### src/hw/rtl/gsig_pkg.sv
// Shared types and constants for the grid strip index generator.
// No dependencies; imported by every module of the block.
package gsig_pkg;

    localparam int GRID_MAX_DEF = 256;   // default largest rows / row length
    localparam int CFG_W        = 9;     // width of the size registers
    localparam int STITCH_W     = 2;     // width of the stitch registers
    localparam int CFG_IDX_W    = 2;     // register index width
    localparam int IDX_W        = 16;    // vertex index width

    // Register map
    localparam logic [CFG_IDX_W-1:0] CFG_ROW_COUNT      = 2'd0;
    localparam logic [CFG_IDX_W-1:0] CFG_ROW_LENGTH     = 2'd1;
    localparam logic [CFG_IDX_W-1:0] CFG_STITCH_ROWS    = 2'd2;
    localparam logic [CFG_IDX_W-1:0] CFG_STITCH_COLUMNS = 2'd3;

    localparam logic [CFG_W-1:0] SIZE_RESET = 9'd2;
    localparam logic [CFG_W-1:0] SIZE_MIN   = 9'd2;

    // Strip walk phase
    typedef enum logic [3:0] {
        PH_LEFT  = 4'b0001,
        PH_RIGHT = 4'b0010,
        PH_TRAIL = 4'b0100,
        PH_LEAD  = 4'b1000
    } t_phase;

    // Clamped grid settings handed to the walker
    typedef struct packed {
        logic [CFG_W-1:0] rows;
        logic [CFG_W-1:0] cols;
        logic             rows_first;   // stitch first row
        logic             rows_last;    // stitch last row
        logic             cols_first;   // stitch first column
        logic             cols_last;    // stitch last column
    } t_grid_cfg;

    typedef struct packed {
        logic [IDX_W-1:0] vertex_index;
        logic             last;
    } t_result;

endpackage

### src/hw/rtl/gsig_cfg.sv
// Configuration registers of the grid strip index generator.
// Holds raw writes and presents clamped sizes and decoded stitch flags; uses gsig_pkg.
module gsig_cfg
    import gsig_pkg::*;
#(
    parameter int GRID_MAX = GRID_MAX_DEF
) (
    input  logic                 i_clk,
    input  logic                 i_rst_n,
    input  logic                 i_cfg_valid,
    input  logic [CFG_IDX_W-1:0] i_cfg_index,
    input  logic [CFG_W-1:0]     i_cfg_data,
    output t_grid_cfg            o_grid_cfg
);

    localparam logic [CFG_W-1:0] SIZE_MAX = CFG_W'(GRID_MAX);

    logic [CFG_W-1:0]    r_row_count;
    logic [CFG_W-1:0]    r_row_length;
    logic [STITCH_W-1:0] r_stitch_rows;
    logic [STITCH_W-1:0] r_stitch_columns;

    always_ff @(posedge i_clk) begin
        if (!i_rst_n) begin
            r_row_count      <= SIZE_RESET;
            r_row_length     <= SIZE_RESET;
            r_stitch_rows    <= '0;
            r_stitch_columns <= '0;
        end else if (i_cfg_valid) begin
            case (i_cfg_index)
                CFG_ROW_COUNT:      r_row_count      <= i_cfg_data;
                CFG_ROW_LENGTH:     r_row_length     <= i_cfg_data;
                CFG_STITCH_ROWS:    r_stitch_rows    <= i_cfg_data[STITCH_W-1:0];
                CFG_STITCH_COLUMNS: r_stitch_columns <= i_cfg_data[STITCH_W-1:0];
                default: ;
            endcase
        end
    end

    function automatic logic [CFG_W-1:0] clamp_size(input logic [CFG_W-1:0] v);
        logic [CFG_W-1:0] res;
        res = v;
        if (v < SIZE_MIN) res = SIZE_MIN;
        if (v > SIZE_MAX) res = SIZE_MAX;
        return res;
    endfunction

    // Any negative code means the first edge
    always_comb begin
        o_grid_cfg.rows       = clamp_size(r_row_count);
        o_grid_cfg.cols       = clamp_size(r_row_length);
        o_grid_cfg.rows_first = r_stitch_rows[1];
        o_grid_cfg.rows_last  = (r_stitch_rows == 2'b01);
        o_grid_cfg.cols_first = r_stitch_columns[1];
        o_grid_cfg.cols_last  = (r_stitch_columns == 2'b01);
    end

endmodule

### src/hw/rtl/gsig_walk.sv
// Strip position state and index computation of the grid strip index generator.
// One row-base multiply feeds a few adds; the position advances on i_advance. Uses gsig_pkg.
module gsig_walk
    import gsig_pkg::*;
#(
    parameter int GRID_MAX = GRID_MAX_DEF
) (
    input  logic      i_clk,
    input  logic      i_rst_n,
    input  logic      i_advance,
    input  logic      i_restart,
    input  t_grid_cfg i_grid_cfg,
    output t_result   o_result
);

    localparam int POS_W  = $clog2(GRID_MAX);
    localparam int PROD_W = POS_W + CFG_W;

    logic [POS_W-1:0] r_row_pos;
    logic [POS_W-1:0] r_column_pos;
    t_phase           r_phase;
    logic [POS_W-1:0] n_row_pos;
    logic [POS_W-1:0] n_column_pos;
    t_phase           n_phase;

    logic [CFG_W-1:0]  last_pair;
    logic              pos_bad;
    logic [POS_W-1:0]  i_row;
    logic [POS_W-1:0]  j_col;
    t_phase            ph;
    logic [PROD_W-1:0] prod;
    logic [IDX_W-1:0]  base;
    logic [IDX_W-1:0]  cols_x;
    logic [IDX_W-1:0]  j_x;
    logic [IDX_W-1:0]  up;
    logic              odd_i;
    logic              j_at_end;
    logic              at_last_pair;
    logic [CFG_W-1:0]  j_plus;

    always_comb begin
        last_pair = i_grid_cfg.rows - SIZE_MIN;
        pos_bad = (CFG_W'(r_row_pos) > last_pair)
               || (CFG_W'(r_column_pos) >= i_grid_cfg.cols)
               || (r_phase == PH_LEAD && r_row_pos == '0)
               || (r_phase == PH_TRAIL && CFG_W'(r_row_pos) >= last_pair);

        // Fall back to the first index on request or when the position is stale
        if (i_restart || pos_bad) begin
            i_row = '0;
            j_col = '0;
            ph    = PH_LEFT;
        end else begin
            i_row = r_row_pos;
            j_col = r_column_pos;
            ph    = r_phase;
        end

        prod         = PROD_W'(i_row) * PROD_W'(i_grid_cfg.cols);
        base         = IDX_W'(prod);
        cols_x       = IDX_W'(i_grid_cfg.cols);
        j_x          = IDX_W'(j_col);
        up           = base + cols_x;
        odd_i        = i_row[0];
        j_at_end     = (CFG_W'(j_col) == i_grid_cfg.cols - 9'd1);
        at_last_pair = (CFG_W'(i_row) == last_pair);
        j_plus       = CFG_W'(j_col) + 9'd1;

        n_row_pos    = i_row;
        n_column_pos = j_col;
        n_phase      = ph;
        o_result.vertex_index = base;
        o_result.last         = 1'b0;

        case (ph)
            PH_LEAD: begin
                o_result.vertex_index = base;
                if (i_grid_cfg.cols_first && odd_i) o_result.vertex_index = base - cols_x;
                n_phase = PH_LEFT;
            end
            PH_LEFT: begin
                o_result.vertex_index = base + j_x;
                if (i_grid_cfg.cols_first && j_col == '0 && odd_i)
                    o_result.vertex_index = base - cols_x;
                if (i_grid_cfg.cols_last && j_at_end && odd_i)
                    o_result.vertex_index = base - cols_x + j_x;
                if (i_grid_cfg.rows_first && j_col[0] && i_row == '0)
                    o_result.vertex_index = base + j_x - 16'd1;
                n_phase = PH_RIGHT;
            end
            PH_RIGHT: begin
                // odd_next is the complement of odd_i
                o_result.vertex_index = up + j_x;
                if (i_grid_cfg.cols_first && j_col == '0 && !odd_i)
                    o_result.vertex_index = base;
                if (i_grid_cfg.cols_last && j_at_end && !odd_i)
                    o_result.vertex_index = base + j_x;
                if (i_grid_cfg.rows_last && j_col[0] && at_last_pair)
                    o_result.vertex_index = up + j_x - 16'd1;
                if (j_plus < i_grid_cfg.cols) begin
                    n_column_pos = POS_W'(j_plus);
                    n_phase      = PH_LEFT;
                end else if (CFG_W'(i_row) < last_pair) begin
                    n_phase = PH_TRAIL;
                end else begin
                    o_result.last = 1'b1;
                    n_row_pos     = '0;
                    n_column_pos  = '0;
                    n_phase       = PH_LEFT;
                end
            end
            PH_TRAIL: begin
                o_result.vertex_index = up + cols_x - 16'd1;
                if (i_grid_cfg.cols_last && !odd_i)
                    o_result.vertex_index = base + cols_x - 16'd1;
                n_row_pos    = i_row + POS_W'(1);
                n_column_pos = '0;
                n_phase      = PH_LEAD;
            end
            default: begin
                n_row_pos    = '0;
                n_column_pos = '0;
                n_phase      = PH_LEFT;
            end
        endcase
    end

    always_ff @(posedge i_clk) begin
        if (!i_rst_n) begin
            r_row_pos    <= '0;
            r_column_pos <= '0;
            r_phase      <= PH_LEFT;
        end else if (i_advance) begin
            r_row_pos    <= n_row_pos;
            r_column_pos <= n_column_pos;
            r_phase      <= n_phase;
        end
    end

endmodule

### src/hw/rtl/grid_strip_index_generator_core.sv
// Grid strip index generator: one vertex index of a row-major triangle strip per transaction.
// Latency: a result passes the input register and then the output register; a stalled output holds it back.
// Throughput: one transaction per cycle while the output is not stalled.
// The output register frees its slot in the same cycle it is taken, so flow is continuous.
// Reset (synchronous, active low) clears the position, the pipeline valids and the configuration registers.
// Uses gsig_pkg, gsig_cfg and gsig_walk.
module grid_strip_index_generator_core
    import gsig_pkg::*;
#(
    parameter int GRID_MAX = GRID_MAX_DEF
) (
    input  logic                 i_clk,
    input  logic                 i_rst_n,
    input  logic                 i_in_valid,
    output logic                 o_in_stall,
    input  logic                 i_restart,
    output logic                 o_out_valid,
    input  logic                 i_out_stall,
    output logic [IDX_W-1:0]     o_vertex_index,
    output logic                 o_last,
    input  logic                 i_cfg_valid,
    output logic                 o_cfg_ready,
    input  logic [CFG_IDX_W-1:0] i_cfg_index,
    input  logic [CFG_W-1:0]     i_cfg_data
);

    t_grid_cfg grid_cfg;
    t_result   result;

    logic             r_s1_valid;
    logic             r_s1_restart;
    logic             r_out_valid;
    logic [IDX_W-1:0] r_vertex_index;
    logic             r_last;

    logic out_free;
    logic advance;
    logic in_accept;

    assign o_cfg_ready = 1'b1;
    assign out_free    = !r_out_valid || !i_out_stall;
    assign advance     = r_s1_valid && out_free;
    assign o_in_stall  = r_s1_valid && !out_free;
    assign in_accept   = i_in_valid && !o_in_stall;

    gsig_cfg #(
        .GRID_MAX (GRID_MAX)
    ) u_cfg (
        .i_clk       (i_clk),
        .i_rst_n     (i_rst_n),
        .i_cfg_valid (i_cfg_valid),
        .i_cfg_index (i_cfg_index),
        .i_cfg_data  (i_cfg_data),
        .o_grid_cfg  (grid_cfg)
    );

    gsig_walk #(
        .GRID_MAX (GRID_MAX)
    ) u_walk (
        .i_clk      (i_clk),
        .i_rst_n    (i_rst_n),
        .i_advance  (advance),
        .i_restart  (r_s1_restart),
        .i_grid_cfg (grid_cfg),
        .o_result   (result)
    );

    // Input register
    always_ff @(posedge i_clk) begin
        if (!i_rst_n) begin
            r_s1_valid <= 1'b0;
        end else if (in_accept) begin
            r_s1_valid <= 1'b1;
        end else if (advance) begin
            r_s1_valid <= 1'b0;
        end
    end

    always_ff @(posedge i_clk) begin
        if (in_accept) begin
            r_s1_restart <= i_restart;
        end
    end

    // Result register: hold while stalled
    always_ff @(posedge i_clk) begin
        if (!i_rst_n) begin
            r_out_valid <= 1'b0;
        end else if (out_free) begin
            r_out_valid <= r_s1_valid;
        end
    end

    always_ff @(posedge i_clk) begin
        if (advance) begin
            r_vertex_index <= result.vertex_index;
            r_last         <= result.last;
        end
    end

    assign o_out_valid    = r_out_valid;
    assign o_vertex_index = r_vertex_index;
    assign o_last         = r_last;

endmodule

### config.mk
export PLATFORM = sky130hd
export DESIGN_NAME = grid_strip_index_generator_core
export DESIGN_NICKNAME = d
export VERILOG_FILES = /design/src/hw/rtl/gsig_pkg.sv /design/src/hw/rtl/gsig_cfg.sv /design/src/hw/rtl/gsig_walk.sv /design/src/hw/rtl/grid_strip_index_generator_core.sv
export SDC_FILE = /design/constraint.sdc
export NUM_CORES = 1
export LEC_CHECK = 0
export BUFFER_PORTS_ARGS = -buffer_cell sky130_fd_sc_hd__buf_2
export CAP_MARGIN = 40
export CORE_MARGIN = 2
export CORE_UTILIZATION = 40
export CTS_BUF_LIST = sky130_fd_sc_hd__clkbuf_8
export DETAILED_ROUTE_END_ITERATION = 7
export GPL_TIMING_DRIVEN = 0
export REMOVE_ABC_BUFFERS = 1
export SLEW_MARGIN = 20
export SYNTH_ARGS = -nofsm -noshare
export SYNTH_HDL_FRONTEND = slang
export SYNTH_HIERARCHICAL = 1
export SYNTH_SLANG_ARGS = --single-unit
### constraint.sdc
create_clock -name i_clk -period 21.9 [get_ports i_clk]
set_input_delay 2.19 -clock i_clk [delete_from_list [all_inputs] [get_ports i_clk]]
set_output_delay 2.19 -clock i_clk [all_outputs]
set_load 0.01 [all_outputs]
Yosys cells after proc, flatten, opt, wreduce, memory -nomap -nowiden. Index checks and enable logic that the tools add are counted.

Flip-flop bits (word level): 62. Latch bits: 0. Memory bits (writable): 0. Bits in read-only memories: 0. Input bits: 17. Output and inout bits: 20. Logic and storage cells: 116. Memories kept: 0.

$add $sub $neg: 14. Multiply operators: 1. Div/mod/pow operators: 0. Magnitude comparators: 9. Equality and inequality tests: 13. Shifts and indexed selects: 0. Mux-type cells: 28. Bitwise gates (word level): 1. Reduce and logical (&&, ||, !) cells: 38.

Operators by type and width (number): 16-bit two-way mux (8); 16-bit one-hot mux with 4 select lines (1); 16-bit by 1-bit subtractor with 16-bit output (second input constant) (4); 16-bit by 8-bit adder with 16-bit output (3); 8-bit two-way mux (6); 9-bit two-way mux (4); 16-bit by 9-bit adder with 16-bit output (2); 8-bit zero test (3); 8-bit one-hot mux with 3 select lines (1); 8-bit by 9-bit equality test with 1-bit output (2); 8-bit by 9-bit greater-or-equal comparator with 1-bit output (2); 9-bit greater-than comparator (second input constant) (2); 9-bit by 2-bit < comparator with 1-bit output (second input constant) (2); 1-bit logical AND (17); 8-bit by 9-bit multiplier with 16-bit output (1); 8-bit one-hot mux with 2 select lines (1); 16-bit by 9-bit subtractor with 16-bit output (1); 4-bit one-hot mux with 3 select lines (1); 8-bit by 1-bit adder with 9-bit output (second input constant) (1); 8-bit by 9-bit greater-than comparator with 1-bit output (1); 8-bit by 9-bit < comparator with 1-bit output (1); 9-bit < comparator (1); 9-bit by 1-bit subtractor with 9-bit output (second input constant) (1); 9-bit by 2-bit subtractor with 9-bit output (second input constant) (1); other kinds (17) (37).

Longest topological paths before layout.
Depth in word-level cells: 17. Gate-level depth with buffers: 51. Depth with buffers taken out: 46.

Cells and area by module. The synthesis kept the hierarchy.

By module, submodules not included: gsig_walk (instances 1, cells an instance 1541, area each 11322.1 µm², seq. area each 400.4 µm²); gsig_cfg (instances 1, cells an instance 116, area each 1057.3 µm², seq. area each 440.4 µm²); grid_strip_index_generator_core (instances 1, cells an instance 28, area each 635.6 µm², seq. area each 580.6 µm²).

Least setup slack after synthesis. No wires, ideal clock.

Path kind: register -> register. Start: reg u_cfg.r_row_length[2]. End: reg r_vertex_index[14], in the netlist o_vertex_index[14] (data pin). Arrival time: 10539 ps. Slack: 11096 ps. Stages on the path, launching flop included: 45. Buffers on the path: 4. Period minus slack after synthesis: 10804 ps. Path through: dfxtp_1 > or4_4 > o41ai_1 > inv_1 > ha_1 > o21ai_0 > nor2_1 > nor3_1 > o21ba_2 > buf_2 > clkbuf_1 > and3_1 > clkbuf_1 > nand2_1 > fa_1 > fa_1 > inv_1 > fa_1 > (+9 left out) > inv_1 > a21o_1 > nor3_1 > a21oi_1 > o311ai_0 > nor3_4 > inv_1 > ha_1 > nand2_1 > o31ai_1 > a21oi_1 > o21bai_1 > a21oi_1 > o21bai_1 > xor2_1 > nor2_1 > a2111oi_2 > a21oi_1.

RTL lines: start, declared (line gsig_cfg.sv:19) `logic [CFG_W-1:0] r_row_length;`; start signal, assigned (line gsig_cfg.sv:32) `CFG_ROW_LENGTH: r_row_length <= i_cfg_data;`; end signal, assigned (line grid_strip_index_generator_core.sv:96) `r_vertex_index <= result.vertex_index;`; end, declared (line grid_strip_index_generator_core.sv:33) `logic [IDX_W-1:0] r_vertex_index;`.

==> results.py <==
metrics = {
    "floorplan": {
        "fp.dieW_um": 184,
        "initial_core_util": 0.403,
        "row_count": 66,
        "fp.dieH_um": 184,
        "core_area_um2": 32300,
        "io_pins": 37,
        "die_area_um2": 34000,
    },
    "yosys": {
        "ys_seq_area_frac": 0.109,
        "ys_ff_latch": 62,
        "synthArstFlopShare": 0,
        "synthCells": 1685,
        "syn-cell-area_um2": 13000,
        "yosysMostFrequentCell": "nand2_1",
        "ys_warn_count": 6,
        "synthTopCellsByArea": "ha_1 14%, fa_1 7.2%, dfxtp_1 6.8%",
        "yosysTopAreaCell": "ha_1",
        "synth_area_per_cell_um2": 7.72,
        "ys_types": 112,
        "synth-edff-count": 18,
        "synth_top_area_share": 0.140,
        "synth_common_cells": "158 x nand2_1, 146 x ha_1, 142 x inv_1",
        "ys.flop_type": "dfxtp_1",
    },
    "sta": {
        "hold_viol_final": 0,
        "setup_violations": 0,
        "clock-skew-final_ns": 0.0374,
        "fin_crit_sh": 0.578,
        "maxSlewViolCount": 0,
        "slew_headroom": 0.417,
        "fin_crit_ns": 12.66,
        "tightestPinTransition_ns": 0.868,
        "final.setup.tns_ns": 0,
        "fmax_ghz": 0.0790,
        "rsz0062_at_grt": "false",
    },
    "setup_path": {
        "cp_max_fo": 20,
        "critPathMaxStageDelay_ns": 0.57,
        "crit_path_end_kind": "flip-flop",
        "path_common_cell": "inv_1",
        "critPathKind": "flip-flop to flip-flop",
        "worstPathArrival_ns": 12.81,
        "cp_slowest_cell": "o22ai_1",
        "start_kind": "flip-flop",
        "critPathRequiredTime_ns": 22.05,
    },
    "run": {
        "max_cap_violations": 0,
    },
    "drt": {
        "ant_nets": 0,
        "drc": 0,
        "wl_per_cell_um": 20.4,
        "first_pass_iters": 6,
        "viasPerCell": 5.94,
        "dr_total_vias": 12700,
        "totalWireLength_um": 43400,
        "first_iter_violations": 1142,
    },
    "pwr": {
        "vdd_drop_max_uv": 66.5,
        "leakagePower_uw": 0.00626,
        "power_density_nw_per_um2": 28.2,
        "power.total_uw": 392,
    },
    "placed_design": {
        "gp_congestion": 0.950,
        "port_buffers": 35,
        "dp_hpwl_um": 34700,
    },
    "clock_tree": {
        "cts_buffers": 9,
        "htree_levels": 3,
        "post_cts_resize_count": 0,
        "postCtsSetupRepairBufs": 0,
        "cts_sinks": 62,
        "cts_root_buf": "clkbuf_8",
        "clkLatencyLatePin_ns": 0.42,
        "cts.path.max_buffers": 2,
        "cts_tree": "built",
        "cts_hold_buf": 0,
        "clkTransAtPathRegs_ns": 0.08,
    },
    "grt": {
        "grt_max_degree": 45,
        "grt-ovfl-total": 0,
        "grt_pass1_vias": 12100,
        "grt_first_pass_wirelength_um": 68400,
        "track_usage": 0.261,
        "antenna_found_initial": 0,
    },
    "run_status": {
        "status": "finished, final reports clean",
    },
    "final_layout": {
        "diodes": 0,
        "layout.nets": 1891,
        "synthToLayoutAreaGrowth_pct": 6.91,
        "drive_gt1_frac": 0.0884,
    },
    "hold_path": {
        "hold_path.class": "flip-flop to flip-flop",
    },
}
[stage by stage]
step	std cells	cell area, um2	setup WS, ns	utilization	hold WS (ns)
3_5_place_dp	2106	13600	9.41	0.422	0.448
2_1_floorplan	1606	12600	11.08	-	0.430
3_3_place_gp	2083	13400	8.52	0.414	0.443
4_1_cts	2122	13900	9.38	0.429	0.462
6_report	2128	13900	9.24	0.431	0.460
5_1_grt	2128	13900	8.46	0.431	0.483
[worst max-delay path, delay by kind of cell, from the launching register on]
family,cells,cell delay [ns]
adder cells (fa/ha/maj),9,3.71
AND/OR/NAND/NOR,14,3.37
AO/OA/AOI/OAI,13,3.36
buffers and inverters,8,1.02
XOR/XNOR,2,0.46
flip-flops,1,0.44
[report_power, final]
| part | leakage [uW] | internal [uW] | switching, uW |
|---|---|---|---|
| sequential | 0.000534 | 122 | 2.36 |
| combinational | 0.00561 | 52.0 | 91.7 |
| clock | 0.000111 | 64.4 | 59.6 |
| total | 0.00626 | 239 | 154 |
[layout make-up]
class                           count  area [um2]
Fill cell                        3321       18400
Multi-Input combinational cell   1399       10700
Inverter                          145         544
Timing Repair Buffer               64         447
Sequential cell                    62        1420
Tap cell                          442         553
Clock inverter                      7        95.1
Clock buffer                        9         124
[per-layer routing]
layer,vias to the layer above,track usage,part of all wire,wire (um)
met1,6061,0.346,0.45,19400
met4,0,0.116,0.040,1720
met3,105,0.0298,0.060,2620
li1,6006,-,-,-
met2,478,0.425,0.45,19700
met5,-,0,0,0
[final timing paths]
kind / startpoint / end / slack [ns] / cells after the start
hold reg to reg: u_cfg/r_stitch_rows[0] / u_cfg/r_stitch_rows[0] / 0.46 / 2
hold / removal: u_cfg/r_stitch_rows[0] / u_cfg/r_stitch_rows[0] / 0.46 / 2
setup / recovery: u_cfg/r_row_count[8] / o_vertex_index[14] / 9.24 / 46
setup reg to reg: u_cfg/r_row_count[8] / o_vertex_index[14] / 9.24 / 46
[kinds of logic (layout without fill, tap and decap cells)]
group,count (synthesis),count (layout),share of synthesized area
adders and majority gates,194,194,0.213
and+or+nand+nor,608,608,0.243
AOI/OAI and AO/OA,404,404,0.223
other,1,1,0.000288
xor gates and xnor gates,146,146,0.104
buffers and inverters,224,225,0.0707
DFF,62,62,0.109
muxes,46,46,0.0358
[layout by cell type, fill, tap and decap left out, drive strengths merged, types with 19 or more instances in the layout]
cell type,count
nand2,158
inv,147
ha,146
nor2,129
xnor2,101
a21oi,77
o21ai,75
buf,62
nor3,52
fa,47
dfxtp,44
mux2i,42
nand3,41
xor2,41
nor2b,40
and2,35
o211ai,29
and3,26
a21o,23
o21a,23
nor4,21
a31oi,19
a211oi,19
a21boi,19
[sequential cells by signal (all words and copies together) (netlist names)]
| register | cells |
|---|---|
| o_last | 1 |
| o_out_valid | 1 |
| o_vertex_index | 16 |
| r_s1_restart | 1 |
| r_s1_valid | 1 |
| u_cfg/r_row_count | 9 |
| u_cfg/r_row_length | 9 |
| u_cfg/r_stitch_columns | 2 |
| u_cfg/r_stitch_rows | 2 |
| u_walk/r_column_pos | 8 |
| u_walk/r_phase | 4 |
| u_walk/r_row_pos | 8 |
(Power assumes the default switching activity.)
